**src/design/s5c_pkg.sv**
```systemverilog
// Shared types and constants for the SOCKS5 connect handshake parser.
// No dependencies; imported by every module of the block.
package s5c_pkg;

  localparam int unsigned QueueDepth = 4;
  localparam int unsigned QPtrW      = $clog2(QueueDepth);
  localparam int unsigned QCntW      = $clog2(QueueDepth + 1);
  localparam int unsigned IdxW       = 4;

  localparam logic [7:0] SocksVer    = 8'h05;
  localparam logic [7:0] CmdConnect  = 8'h01;
  localparam logic [7:0] AtypIpv4    = 8'h01;
  localparam logic [7:0] AtypDomain  = 8'h03;
  localparam logic [7:0] RepSuccess  = 8'h00;
  localparam logic [7:0] RepBadCmd   = 8'h07;
  localparam logic [7:0] RepBadAtyp  = 8'h08;
  localparam logic [7:0] MethNoAuth  = 8'h00;
  localparam logic [7:0] Ipv4Len     = 8'd4;

  localparam logic [1:0] KindTx     = 2'd0;
  localparam logic [1:0] KindHost   = 2'd1;
  localparam logic [1:0] KindStatus = 2'd2;

  localparam logic [2:0] StRunning  = 3'd0;
  localparam logic [2:0] StOk       = 3'd1;
  localparam logic [2:0] StBadVer   = 3'd2;
  localparam logic [2:0] StNoMeth   = 3'd3;
  localparam logic [2:0] StBadCmd   = 3'd4;
  localparam logic [2:0] StBadAtyp  = 3'd5;
  localparam logic [2:0] StEmptyDom = 3'd6;

  typedef enum logic [3:0] {
    PH_GVER, PH_NMETH, PH_METH, PH_RVER, PH_CMD, PH_RSV, PH_ATYP,
    PH_DLEN, PH_HOST, PH_PHI, PH_PLO, PH_DONE
  } phase_e;

  typedef enum logic [1:0] {
    OP_STATUS, OP_HOST, OP_SELECT, OP_REPLY
  } op_e;

  typedef struct packed {
    op_e        op;
    logic [7:0] data;
    logic [15:0] port;
    logic       dom;
    logic [7:0] hlen;
    logic [2:0] status;
  } entry_t;

  function automatic logic [IdxW-1:0] op_last_idx(op_e op);
    case (op)
      OP_SELECT: op_last_idx = IdxW'(1);
      OP_REPLY:  op_last_idx = IdxW'(9);
      default:   op_last_idx = '0;
    endcase
  endfunction

  function automatic logic [7:0] reply_byte(logic [IdxW-1:0] idx, logic [7:0] code);
    case (idx)
      IdxW'(0): reply_byte = SocksVer;
      IdxW'(1): reply_byte = code;
      IdxW'(3): reply_byte = AtypIpv4;
      default:  reply_byte = 8'h00;
    endcase
  endfunction

endpackage

```
**src/design/s5c_front.sv**
```systemverilog
// Front end: session parser, one client byte per cycle while accept_i is high; emits
// one command per byte that causes output. Depends on s5c_pkg.
module s5c_front import s5c_pkg::*; (
  input  logic       clk_i,
  input  logic       rst_ni,
  input  logic       accept_i,
  input  logic [7:0] rx_byte_i,
  input  logic       session_start_i,
  output logic       push_o,
  output entry_t     entry_o
);

  phase_e     phase_q, phase_d, cur;
  logic [7:0] rem_q, rem_d, hcnt_q, hcnt_d, phi_q, phi_d;
  logic       dom_q, dom_d;
  logic [7:0] rem_dec;

  assign cur     = session_start_i ? PH_GVER : phase_q;
  assign rem_dec = rem_q - 8'd1;

  always_ff @(posedge clk_i or negedge rst_ni) begin
    if (!rst_ni) begin
      phase_q <= PH_GVER;
      rem_q   <= '0;
      hcnt_q  <= '0;
      phi_q   <= '0;
      dom_q   <= 1'b0;
    end else if (accept_i) begin
      phase_q <= phase_d;
      rem_q   <= rem_d;
      hcnt_q  <= hcnt_d;
      phi_q   <= phi_d;
      dom_q   <= dom_d;
    end
  end

  always_comb begin
    phase_d = cur;
    rem_d   = rem_q;
    hcnt_d  = hcnt_q;
    phi_d   = phi_q;
    dom_d   = dom_q;
    push_o  = 1'b0;
    entry_o = '{op: OP_STATUS, data: 8'h00, port: 16'h0000, dom: 1'b0,
                hlen: 8'h00, status: StRunning};
    case (cur)
      PH_GVER, PH_RVER: begin
        if (rx_byte_i != SocksVer) begin
          push_o         = accept_i;
          entry_o.status = StBadVer;
          phase_d        = PH_DONE;
        end else begin
          phase_d = (cur == PH_GVER) ? PH_NMETH : PH_CMD;
        end
      end
      PH_NMETH: begin
        if (rx_byte_i == 8'h00) begin
          push_o         = accept_i;
          entry_o.status = StNoMeth;
          phase_d        = PH_DONE;
        end else begin
          rem_d   = rx_byte_i;
          phase_d = PH_METH;
        end
      end
      PH_METH: begin
        rem_d = rem_dec;
        if (rem_dec == 8'h00) begin
          push_o     = accept_i;
          entry_o.op = OP_SELECT;
          phase_d    = PH_RVER;
        end
      end
      PH_CMD: begin
        if (rx_byte_i != CmdConnect) begin
          push_o         = accept_i;
          entry_o.op     = OP_REPLY;
          entry_o.data   = RepBadCmd;
          entry_o.status = StBadCmd;
          phase_d        = PH_DONE;
        end else begin
          phase_d = PH_RSV;
        end
      end
      PH_RSV: phase_d = PH_ATYP;
      PH_ATYP: begin
        if (rx_byte_i == AtypIpv4) begin
          dom_d   = 1'b0;
          hcnt_d  = Ipv4Len;
          rem_d   = Ipv4Len;
          phase_d = PH_HOST;
        end else if (rx_byte_i == AtypDomain) begin
          dom_d   = 1'b1;
          phase_d = PH_DLEN;
        end else begin
          push_o         = accept_i;
          entry_o.op     = OP_REPLY;
          entry_o.data   = RepBadAtyp;
          entry_o.status = StBadAtyp;
          phase_d        = PH_DONE;
        end
      end
      PH_DLEN: begin
        if (rx_byte_i == 8'h00) begin
          push_o         = accept_i;
          entry_o.status = StEmptyDom;
          phase_d        = PH_DONE;
        end else begin
          hcnt_d  = rx_byte_i;
          rem_d   = rx_byte_i;
          phase_d = PH_HOST;
        end
      end
      PH_HOST: begin
        push_o       = accept_i;
        entry_o.op   = OP_HOST;
        entry_o.data = rx_byte_i;
        entry_o.dom  = dom_q;
        entry_o.hlen = hcnt_q;
        rem_d        = rem_dec;
        if (rem_dec == 8'h00) phase_d = PH_PHI;
      end
      PH_PHI: begin
        phi_d   = rx_byte_i;
        phase_d = PH_PLO;
      end
      PH_PLO: begin
        push_o         = accept_i;
        entry_o.op     = OP_REPLY;
        entry_o.data   = RepSuccess;
        entry_o.port   = {phi_q, rx_byte_i};
        entry_o.dom    = dom_q;
        entry_o.hlen   = hcnt_q;
        entry_o.status = StOk;
        phase_d        = PH_DONE;
      end
      default: phase_d = PH_DONE;
    endcase
  end

endmodule

```
**src/design/s5c_queue.sv**
```systemverilog
// Short command queue between parser and result sequencer.
// Depends on s5c_pkg.
module s5c_queue import s5c_pkg::*; (
  input  logic   clk_i,
  input  logic   rst_ni,
  input  logic   push_i,
  input  entry_t entry_i,
  input  logic   pop_i,
  output logic   full_o,
  output logic   empty_o,
  output entry_t head_o
);

  entry_t             mem_q [QueueDepth];
  logic [QPtrW-1:0]   wptr_q, rptr_q;
  logic [QCntW-1:0]   cnt_q;

  assign full_o  = (cnt_q == QCntW'(QueueDepth));
  assign empty_o = (cnt_q == '0);
  assign head_o  = mem_q[rptr_q];

  always_ff @(posedge clk_i) begin
    if (push_i) mem_q[wptr_q] <= entry_i;
  end

  always_ff @(posedge clk_i or negedge rst_ni) begin
    if (!rst_ni) begin
      wptr_q <= '0;
      rptr_q <= '0;
      cnt_q  <= '0;
    end else begin
      if (push_i) wptr_q <= wptr_q + QPtrW'(1);
      if (pop_i)  rptr_q <= rptr_q + QPtrW'(1);
      case ({push_i, pop_i})
        2'b10:   cnt_q <= cnt_q + QCntW'(1);
        2'b01:   cnt_q <= cnt_q - QCntW'(1);
        default: cnt_q <= cnt_q;
      endcase
    end
  end

endmodule

```
**src/design/s5c_back.sv**
```systemverilog
// Back end: expands queued commands into result items into an output register.
// Depends on s5c_pkg.
module s5c_back import s5c_pkg::*; (
  input  logic        clk_i,
  input  logic        rst_ni,
  input  logic        empty_i,
  input  entry_t      head_i,
  output logic        pop_o,
  output logic        m_axis_tvalid,
  input  logic        m_axis_tready,
  output logic [39:0] m_axis_tdata,
  output logic [1:0]  m_axis_tuser,
  output logic        m_axis_tlast
);

  logic [IdxW-1:0] idx_q;
  logic            vld_q;
  logic [1:0]      kind_q, kind_d;
  logic [7:0]      data_q, data_d;
  entry_t          fld_q;
  logic            last_q, last_d;
  logic            load, take;

  assign load  = !vld_q || m_axis_tready;
  assign take  = load && !empty_i;
  assign last_d = (idx_q == op_last_idx(head_i.op));
  assign pop_o = take && last_d;

  always_comb begin
    case (head_i.op)
      OP_STATUS: begin kind_d = KindStatus; data_d = 8'h00; end
      OP_HOST:   begin kind_d = KindHost;   data_d = head_i.data; end
      OP_SELECT: begin kind_d = KindTx;     data_d = reply_byte(idx_q, MethNoAuth); end
      default:   begin kind_d = KindTx;     data_d = reply_byte(idx_q, head_i.data); end
    endcase
  end

  always_ff @(posedge clk_i or negedge rst_ni) begin
    if (!rst_ni) begin
      vld_q <= 1'b0;
      idx_q <= '0;
    end else begin
      if (load) vld_q <= !empty_i;
      if (take) idx_q <= last_d ? '0 : idx_q + IdxW'(1);
    end
  end

  always_ff @(posedge clk_i) begin
    if (take) begin
      kind_q <= kind_d;
      data_q <= data_d;
      fld_q  <= head_i;
      last_q <= last_d;
    end
  end

  assign m_axis_tvalid = vld_q;
  assign m_axis_tuser  = kind_q;
  assign m_axis_tlast  = last_q;
  assign m_axis_tdata  = {4'h0, fld_q.status, fld_q.hlen, fld_q.dom, fld_q.port, data_q};

endmodule

```
**src/design/socks5_connect_handshake_parser.sv**
```systemverilog
// Top level of the SOCKS5 connect handshake parser (no authentication).
// Depends on s5c_pkg, s5c_front, s5c_queue, s5c_back.
//
//  channel | dir | tdata (low bit up)                               | tuser         | tlast
//  s_axis  | in  | rx_byte[7:0]                                     | session_start | -
//  m_axis  | out | data_byte, dest_port, addr_is_domain,            | item_kind     | last
//          |     | host_length, status, 4 zero bits                 |               |
//
// One client byte is taken per cycle while the 4-entry command queue has room.
// The output sequencer emits one result per cycle while m_axis_tready takes it; a reply
// burst is 10 results, the method selection 2, other results 1.
// Reset starts the parser at the greeting version with an empty queue.
// Output stalls back up through the queue to s_axis_tready only once it fills.
module socks5_connect_handshake_parser import s5c_pkg::*; (
  input  logic        clk_i,
  input  logic        rst_ni,
  input  logic        s_axis_tvalid,
  output logic        s_axis_tready,
  input  logic [7:0]  s_axis_tdata,   // rx_byte
  input  logic        s_axis_tuser,   // session_start
  output logic        m_axis_tvalid,
  input  logic        m_axis_tready,
  output logic [39:0] m_axis_tdata,   // data_byte, dest_port, addr_is_domain,
                                      // host_length, status, pad
  output logic [1:0]  m_axis_tuser,   // item_kind
  output logic        m_axis_tlast
);

  logic   accept, push, pop, full, empty;
  entry_t entry, head;

  assign s_axis_tready = !full;
  assign accept        = s_axis_tvalid && !full;

  s5c_front u_front (
    .clk_i,
    .rst_ni,
    .accept_i        (accept),
    .rx_byte_i       (s_axis_tdata),
    .session_start_i (s_axis_tuser),
    .push_o          (push),
    .entry_o         (entry)
  );

  s5c_queue u_queue (
    .clk_i,
    .rst_ni,
    .push_i  (push),
    .entry_i (entry),
    .pop_i   (pop),
    .full_o  (full),
    .empty_o (empty),
    .head_o  (head)
  );

  s5c_back u_back (
    .clk_i,
    .rst_ni,
    .empty_i (empty),
    .head_i  (head),
    .pop_o   (pop),
    .m_axis_tvalid,
    .m_axis_tready,
    .m_axis_tdata,
    .m_axis_tuser,
    .m_axis_tlast
  );

endmodule

```
**config.mk**
```make
export PLATFORM = sky130hd
export DESIGN_NAME = socks5_connect_handshake_parser
export DESIGN_NICKNAME = d
export VERILOG_FILES = /design/src/design/s5c_pkg.sv /design/src/design/s5c_front.sv /design/src/design/s5c_queue.sv /design/src/design/s5c_back.sv /design/src/design/socks5_connect_handshake_parser.sv
export SDC_FILE = /design/constraint.sdc
export NUM_CORES = 1
export LEC_CHECK = 0
export BUFFER_PORTS_ARGS = -buffer_cell sky130_fd_sc_hd__buf_2
export CAP_MARGIN = 20
export CORE_MARGIN = 1
export CORE_UTILIZATION = 46
export CTS_CLUSTER_SIZE = 30
export DETAILED_ROUTE_END_ITERATION = 6
export PLACE_DENSITY_LB_ADDON = 0.2
export SLEW_MARGIN = 20
export SYNTH_ARGS = -nofsm -noshare
export SYNTH_HDL_FRONTEND = slang
export SYNTH_HIERARCHICAL = 1
export SYNTH_SLANG_ARGS = --single-unit
export TNS_END_PERCENT = 50
```
**constraint.sdc**
```tcl
create_clock -name clk_i -period 9.55 [get_ports clk_i]
set_input_delay 0.955 -clock clk_i [delete_from_list [all_inputs] [get_ports clk_i]]
set_output_delay 0.955 -clock clk_i [all_outputs]
set_load 0.02 [all_outputs]
```
# [Word-level counts from Yosys, hierarchy flattened]
# Memories as Yosys holds them, arrays and structs flattened.
# Index checks and enable logic that the tools add are counted.
[totals] ram_bits=152 ff_bits=80 output_inout_bits=45 wordCells=123 in_bits=13 memories=1
[op_classes] add_sub_neg=6 reduce_logical=25 muxes=48 n_eq_ne=26
[mem_list] memory="u_queue.mem_q" words=4 word_bits=38 rd=1 rd_ports_with_merged_regs=0 wr=1 line_no="s5c_queue.sv:14" text="entry_t mem_q [QueueDepth];"
[op_table] cell="8-bit case mux with 3 select lines" n=4
[op_table] cell="4-bit two-way mux" n=9
[op_table] cell="4-bit case mux with 9 select lines" n=1
[op_table] cell="10-bit two-way mux" n=3
[op_table] cell="3-bit case mux with 6 select lines" n=1
[op_table] cell="4-bit by 3-bit equality test with 1-bit output, second input constant" n=4
[op_table] cell="8-bit logical NOT" n=2
[op_table] cell="16-bit two-way mux" n=1
[op_table] cell="8-bit two-way mux" n=2
[op_table] cell="8-bit case mux with 2 select lines" n=1
[op_table] cell="3-bit two-way mux" n=5
[op_table] cell="4-bit by 2-bit equality test with 1-bit output, second input constant" n=3
[op_table] cell="4-bit equality test, second input constant" n=3
[op_table] cell="3-bit case mux with 2 select lines" n=2
[op_table] cell="1-bit two-way mux" n=10
[op_table] cell="2-bit case mux with 5 select lines" n=1
[op_table] cell="9-bit two-way mux" n=1
[op_table] cell="4-bit by 1-bit equality test with 1-bit output, second input constant" n=2
[op_table] cell="8-bit by 1-bit equality test with 1-bit output, second input constant" n=1
[op_table] cell="8-bit by 2-bit equality test with 1-bit output, second input constant" n=1
[op_table] cell="4-bit logical NOT" n=2
[op_table] cell="2-bit two-way mux" n=4
[op_table] cell="8-bit by 1-bit != test with 1-bit output, second input constant" n=1
[op_table] cell="8-bit by 3-bit != test with 1-bit output, second input constant" n=1
[op_table] cell="other kinds (25)" n=40

# [Depth between registers and ports, before layout]
# Gate-level depths: netlist of the first run.
[logic_depth] word_depth=8 depth_mapped=14 mapped_depth_nobuf=14

# [By module]
# The synthesis of the first run kept the hierarchy.
[by_module_without_submodules] mod="s5c_queue" seq_area_each_um2=4739.5 cells_per_inst=236 n_inst=1 area_per_inst_um2=5928.2
[by_module_without_submodules] mod="s5c_front" seq_area_each_um2=725.7 cells_per_inst=262 n_inst=1 area_per_inst_um2=2103.3
[by_module_without_submodules] mod="s5c_back" seq_area_each_um2=1296.2 cells_per_inst=93 n_inst=1 area_per_inst_um2=1619.1
[by_module_without_submodules] mod="socks5_connect_handshake_parser" seq_area_each_um2=0.0 cells_per_inst=2 n_inst=1 area_per_inst_um2=10.0

# [Worst setup path before layout of the first run]
# Ideal clock, no wire load.
[synth_timing] path_kind="input to register" start="input port s_axis_tuser" end="memory u_queue/mem_q[0][0] (netlist name) (enable)" required_time_ns=9.151 n_path_buf=2 stages=8 path_slack_ns=5.562 setup_ns=0.399 arrival_time_ns=3.589 cell_sequence="clkbuf_1 > nor3b_1 > and2_1 > clkbuf_1 > a22oi_1 > o2111a_1 > o21ai_0 > and2_1"
[synth_via] elab_chain_len=6 word_cells_on_any_way=16 cone_classes="eq/ne (8); mux (4); reduce/logical (4)"
[synth_lines] element="start, declared" line_no="socks5_connect_handshake_parser.sv:20" text="input logic s_axis_tuser,"
[synth_lines] element="4-bit two-way mux *" line_no="s5c_front.sv:18" text="assign cur = session_start_i ? PH_GVER : phase_q;"
[synth_lines] element="4-bit equality test (tied with other cells)" line_no="s5c_front.sv:46" text="case (cur)"
[synth_lines] element="2-bit OR reduction, on equally long branches"
[synth_lines] element="1-bit case mux with 6 select lines *" line_no="s5c_front.sv:46"
[synth_lines] element="via push" line_no="socks5_connect_handshake_parser.sv:29" text="logic accept, push, pop, full, empty;"
[synth_lines] element="1-bit two-way mux *" line_no="s5c_queue.sv:23" text="if (push_i) mem_q[wptr_q] <= entry_i;"
[synth_lines] element="1-bit two-way mux (implied by the code) *" line_no="s5c_queue.sv:23"
[synth_lines] element="end, declared" line_no="s5c_queue.sv:14"
# The timed path passes the listed nets; every way through them passes the cells marked *.

==> results.cfg, run 1 <==
[outcome]
status = complete, no violations

[layout]
layout_common_cells = 191 x edfxtp_1, 53 x buf_2, 40 x dfrtp_1
antennaDiodeCount = 0
nets = 676
final_common_cell = edfxtp_1
fin_util = 0.534
area_growth_syn_to_layout_pct = 13.0
fillerInstances = 1710
drive_gt1_frac = 0.230

[global_routing]
grt-ovfl-total = 0
track_usage = 0.189
grt_first_pass_wirelength_um = 30800
grt_pass1_vias = 5384
grt_max_degree = 46
antenna_found_initial = 0

[floorplanning]
die_w_um = 147
dieHeight_um = 147
fp-row-count = 52
dieArea_mm2 = 0.0216
num_io_pins = 58
core_region_area_mm2 = 0.0204
start_util = 0.473

[synth]
yosys.area.top_type_share = 0.594
synth_seq_cells = 232
yosysWarnings = 6
synth_cells = 593
synth_edf_count = 191
synthesis.area_mm2 = 0.00966
ys_seq_area_frac = 0.700
synth.area.top_cells = edfxtp_1 59%, dfrtp_1 11%, mux4_2 8.9%
synth_area_leader_cell = edfxtp_1
synth_ff_type = edfxtp_1
synth.distinct_cells = 64
synthArstFlopShare = 0.177
postSynthAreaPerCell_um2 = 16.3

[power]
power.total_w = 0.00335
power_density_mw_per_mm2 = 307
vdd_drop_max_v = 0.000133
leakagePower_nw = 3.86

[detailed_routing]
drc_errors = 0
wirelength_um = 19600
drt-vias-per-instance = 5.53
vias = 5198
wl_per_cell_um = 20.9
dr.pass1.iters = 5
first_iter_violations = 306
antenna_left = 0

[setup_path]
cp-end-kind = flop
path_delay_family = simple AND/OR/NAND/NOR gates
cp_cell_sequence = buf_4 -> mux4_2 -> or4_4 -> o22ai_4 -> and2_1 -> ha_1 -> inv_1 -> fa_1 -> xor2_1 -> nor2_1 -> xor2_1
path_max_fanout = 32
slowest_stage = mux4_2
crit_required_ns = 9.98
crit_type = flop to flop
startpoint_type = flop
critPathMaxStageDelay_ns = 0.68
path_buf_inv = 2
arrival_ns = 4.41
cp_common_cell = xor2_1

[cts]
clock_latency_ns = 0.51
cts_resized = 0
cts_buffers = 25
clockBufferDepth = 3
cts.sinks = 232
cts_max_level = 1
ctsHoldBuffers = 0
clk_pin_slew_ns = 0.06
post-cts-setup-buffers = 0
clock-root-buffer = clkbuf_16
cts_tree = yes

[timing]
fmax_mhz = 251
hold_slack_ns = 0.340
fin_tns_setup_ns = 0
fin_crit_sh = 0.417
final-hold-violation-count = 0
fin_crit_ns = 3.98
finalMaxSlewViolations = 0
fin_skew_ns = 0.00927
setup_viol = 0
rsz0062_at_grt = false
tightest_slew_ns = 1.05
max_slew_margin = 0.297

[placed_design]
place_congestion = 0.862
dp_hpwl_um = 12400
numPortBuffers = 53

[run]
maxCapViolations = 0

[worst_hold_path]
hold_path_class = input pin to asynchronous set/reset pin
[registers in the layout, summed over array words and instances, names as in the netlist]
signal                flops
u_front/hcnt_q            8
u_back/data_q             8
u_front/phi_q             8
u_front/dom_q             1
u_queue/mem_q           152
u_back/m_axis_tdata      28
u_queue/cnt_q             3
u_back/idx_q              4
u_front/rem_q             8
u_back/m_axis_tlast       1
u_back/m_axis_tuser       2
u_back/m_axis_tvalid      1
u_queue/rptr_q            2
u_queue/wptr_q            2
u_front/phase_q           4
[cells in the mapped netlist, drive strengths merged (8+ instances only)]
cell type / instances
edfxtp: 191
and2: 41
dfrtp: 41
mux4: 38
nor2: 38
nand2: 35
o21ai: 24
inv: 19
buf: 15
clkbuf: 15
a21oi: 13
ha: 10
mux2: 10
nor3: 10
xnor2: 9
nand3: 8
[cells by family after synthesis]
| logic type | share of synthesized area |
|---|---|
| fa+ha+maj | 0.0150 |
| mux | 0.100 |
| buf+inv | 0.0306 |
| flops | 0.700 |
| xor+xnor | 0.0127 |
| compound gates | 0.0530 |
| simple gates | 0.0882 |
| other cells | 0.000388 |
[path summary, 6_finish.rpt]
path | start | to | slack [ns] | cells after the start
setup / recovery | u_queue/rptr_q[0] | u_queue/cnt_q[2] | 5.57 | 11
hold / removal | rst_ni | u_back/idx_q[2] | 0.34 | 1
setup reg to reg | u_queue/rptr_q[0] | u_queue/cnt_q[2] | 5.57 | 11
hold reg to reg | u_front/hcnt_q[2] | u_front/hcnt_q[2] | 0.48 | 2
max in group asynchronous | rst_ni | u_front/hcnt_q[0] | 8.73 | 2
min in group clk_i | u_front/hcnt_q[2] | u_front/hcnt_q[2] | 0.48 | 2
[where the power goes]
group          total (W)  leakage (nW)  switching [W]  internal (W)
sequential       0.00152          2.28       0.000138       0.00138
combinational   0.000895          1.19       0.000537      0.000358
clock           0.000935         0.387       0.000364      0.000571
[final cells by class]
class	instances	area (µm²)	share of cell area
well taps	270	338	0.0309
repair buffers	59	323	0.0296
multi-input cells	315	2630	0.241
clock buffers	35	673	0.0616
clock inverters	10	125	0.0115
inverters	19	71.3	0.00653
flip-flops and latches	232	6760	0.619
[metrics by stage]
| stage | area [µm²] | std cells | worst slack [ns] |
|---|---|---|---|
| 3_5_place_dp | 10100 | 894 | 5.02 |
| 3_3_place_gp | 10100 | 894 | 5.10 |
| 5_1_grt | 10900 | 940 | 5.25 |
| 6_report | 10900 | 940 | 5.57 |
| 2_1_floorplan | 9670 | 596 | 5.56 |
| 4_1_cts | 10900 | 939 | 5.43 |
[metal layers]
metal,track usage,vias up,part of all wire
li1,-,2383,-
met1,0.267,2656,0.46
met2,0.311,135,0.48
met3,0.0286,24,0.043
met4,0.0428,0,0.014
met5,0,-,0
(Power assumes the default switching activity.)
==> inputs of run 2 (changes only) <==
ABC_AREA = 1   (was not set)
clock period = 3.9 ns   (was 9.55 ns; I/O delays follow)
==> results.cfg, run 2 <==
[outcome]
status = complete, but fails checks
violations = DRC

[placed_design]
dp_hpwl_um = 13100
place_congestion = 0.882
numPortBuffers = 53

[layout]
layout_common_cells = 200 x nand2_1, 191 x edfxtp_1, 160 x inv_1
drive_gt1_frac = 0.161
fillerInstances = 1873
antennaDiodeCount = 0
final_common_cell = nand2_1
area_growth_syn_to_layout_pct = 12.4
top_register = u_queue/mem_q
fin_util = 0.532
nets = 1017
largest_register_ff_count = 152

[floorplanning]
fp-row-count = 54
start_util = 0.473
dieArea_mm2 = 0.0232
num_io_pins = 58
die_w_um = 152
core_region_area_mm2 = 0.0220
dieHeight_um = 152

[global_routing]
grt-ovfl-total = 0
grt_max_degree = 57
grt_pass1_vias = 6361
track_usage = 0.185
grt_first_pass_wirelength_um = 33700
antenna_found_initial = 0

[timing]
finalMaxSlewViolations = 0
fmax_mhz = 316
setup_viol = 0
rsz0062_at_grt = false
tightest_slew_ns = 0.785
fin_crit_sh = 0.811
fin_tns_setup_ns = 0
final-hold-violation-count = 0
fin_crit_ns = 3.16
max_slew_margin = 0.471
fin_skew_ns = 0.00946

[detailed_routing]
antenna_left = 0
drt-vias-per-instance = 5.05
vias = 6526
wl_per_cell_um = 16.1
first_iter_violations = 346
dr.pass1.iters = 7
drc_errors = 3
wirelength_um = 20800

[synth]
synthArstFlopShare = 0.177
synth_cells = 934
synth.distinct_cells = 42
synth_area_leader_cell = edfxtp_1
synth_edf_count = 191
yosysWarnings = 6
yosys.area.top_type_share = 0.552
synth.area.top_cells = edfxtp_1 55%, dfrtp_1 9.9%, nand2_1 7.2%
ys_seq_area_frac = 0.650
synth_seq_cells = 232
synth_most_common_cell = nand2_1
netlist_top_cells_count = 200 x nand2_1, 191 x edfxtp_1, 160 x inv_1
postSynthAreaPerCell_um2 = 11.1
synthesis.area_mm2 = 0.0104
synth_ff_type = edfxtp_1

[setup_path]
path_buf_inv = 4
crit_type = flop to flop
crit_required_ns = 4.33
slowest_stage = a21oi_1
path_max_fanout = 8
cp_cell_sequence = inv_1 -> ha_1 -> inv_1 -> nor2_1 -> nand3_1 -> nand2_1 -> nand2_1 -> nor2_1 -> nand3_1 -> nand2_1 -> nand2_1 -> a21oi_1 -> inv_1 -> ha_1 -> inv_1 -> fa_1 -> o21ai_0
cp-end-kind = flop
startpoint_type = flop
arrival_ns = 3.59
path_delay_family = simple AND/OR/NAND/NOR gates
critPathMaxStageDelay_ns = 0.45

[cts]
cts_resized = 0
clockBufferDepth = 3
cts.sinks = 232
clock_latency_ns = 0.52
cts_tree = yes
cts_max_level = 1
post-cts-setup-buffers = 0
clk_pin_slew_ns = 0.05
clock-root-buffer = clkbuf_16
cts_buffers = 25

[worst_hold_path]
hold_path_class = input pin to flop

[power]
leakagePower_nw = 4.97
vdd_drop_max_v = 0.000423
power_density_mw_per_mm2 = 770

[run]
maxCapViolations = 0
## run 2: cell types whose count changed in the layout (fill, tap and decap cells not counted), moves of 7 or more
cell | before | now
nand2_1 | 35 | 200
mux2_2 | 10 | 0
nand3_1 | 8 | 35
xnor2_1 | 9 | 1
and2_1 | 39 | 1
o21ai_1 | 4 | 12
inv_1 | 18 | 160
mux4_2 | 38 | 0
o211ai_2 | 0 | 29
nor2_1 | 37 | 72
nand2_2 | 0 | 7
o211ai_1 | 3 | 48
## run 2: area by class of cell
cell class	instances	area [µm²]	area share
clock buffer	33	666	0.0570
inverter	170	641	0.0548
sequential	232	6770	0.579
tap	280	350	0.0300
timing repair buffer	65	373	0.0319
clock inverter	13	139	0.0119
multi-input combinational	499	2750	0.236
## run 2: cell families (layout without fill, tap and decap cells)
kind of cell / Yosys count / in the layout / synth area share
DFF: 232 / 232 / 0.650
buffers and inverters: 206 / 281 / 0.0870
xor gates and xnor gates: 5 / 5 / 0.00421
other: 1 / 4 / 0.000361
adders and majority gates: 11 / 11 / 0.0140
AOI/OAI and AO/OA: 139 / 139 / 0.106
and+or+nand+nor: 340 / 340 / 0.138
## run 2: report_power, final
group | internal, W | total, W | switching (W)
combinational | 0.000893 | 0.00285 | 0.00196
clock | 0.00139 | 0.00232 | 0.000924
sequential | 0.00351 | 0.00382 | 0.000319
total | 0.00579 | 0.00899 | 0.00320
## run 2: final timing paths
path | from | to | slack [ns] | cells past startpoint
max | u_front/rem_q[0] | u_queue/cnt_q[1] | 0.74 | 17
min | s_axis_tdata[5] | u_front/hcnt_q[5] | 0.16 | 3
max reg2reg | u_front/rem_q[0] | u_queue/cnt_q[1] | 0.74 | 17
min reg2reg | u_front/phi_q[5] | u_front/phi_q[5] | 0.48 | 2
max in group asynchronous | rst_ni | u_queue/rptr_q[0] | 3.07 | 2
min in group asynchronous | rst_ni | u_back/idx_q[0] | 0.40 | 2
## run 2: repair_timing
| item | in CTS | in global routing |
|---|---|---|
| setup endpoints to repair | 0 | 0 |
| hold buffers | 0 | 1 |
| endpoints found under the hold margin | 0 | 41 |
## run 2: through the flow
stage / hold WS (ns) / area [µm²] / std cells / total power [W] / worst slack, ns
after floorplan: 0.0944 / 10400 / 937 / 0.00607 / 0.851
after global placement: 0.469 / 10900 / 1245 / 0.00674 / 0.645
after detailed placement: 0.473 / 10900 / 1245 / 0.00677 / 0.638
after CTS: 0.0507 / 11700 / 1291 / 0.00911 / 0.734
after global routing: 0.187 / 11700 / 1292 / 0.00960 / 0.293
final: 0.163 / 11700 / 1292 / 0.00899 / 0.738
## run 2: metal layers
metal	vias up	part of all wire	global-route usage
li1	3235	-	-
met1	3129	0.45	0.254
met2	129	0.48	0.306
met3	33	0.048	0.0282
met4	0	0.020	0.0549
met5	-	0	0
## run 2: worst reg2reg max path: stages, from the launching register on
cell and delay (ns):
dfrtp_1 0.39, inv_1 0.14, ha_1 0.19, inv_1 0.06
nor2_1 0.20, nand3_1 0.10, nand2_1 0.07, nand2_1 0.07
nor2_1 0.15, nand3_1 0.13, nand2_1 0.08, nand2_1 0.06
a21oi_1 0.46, inv_1 0.10, ha_1 0.23, inv_1 0.09
fa_1 0.41, o21ai_0 0.18
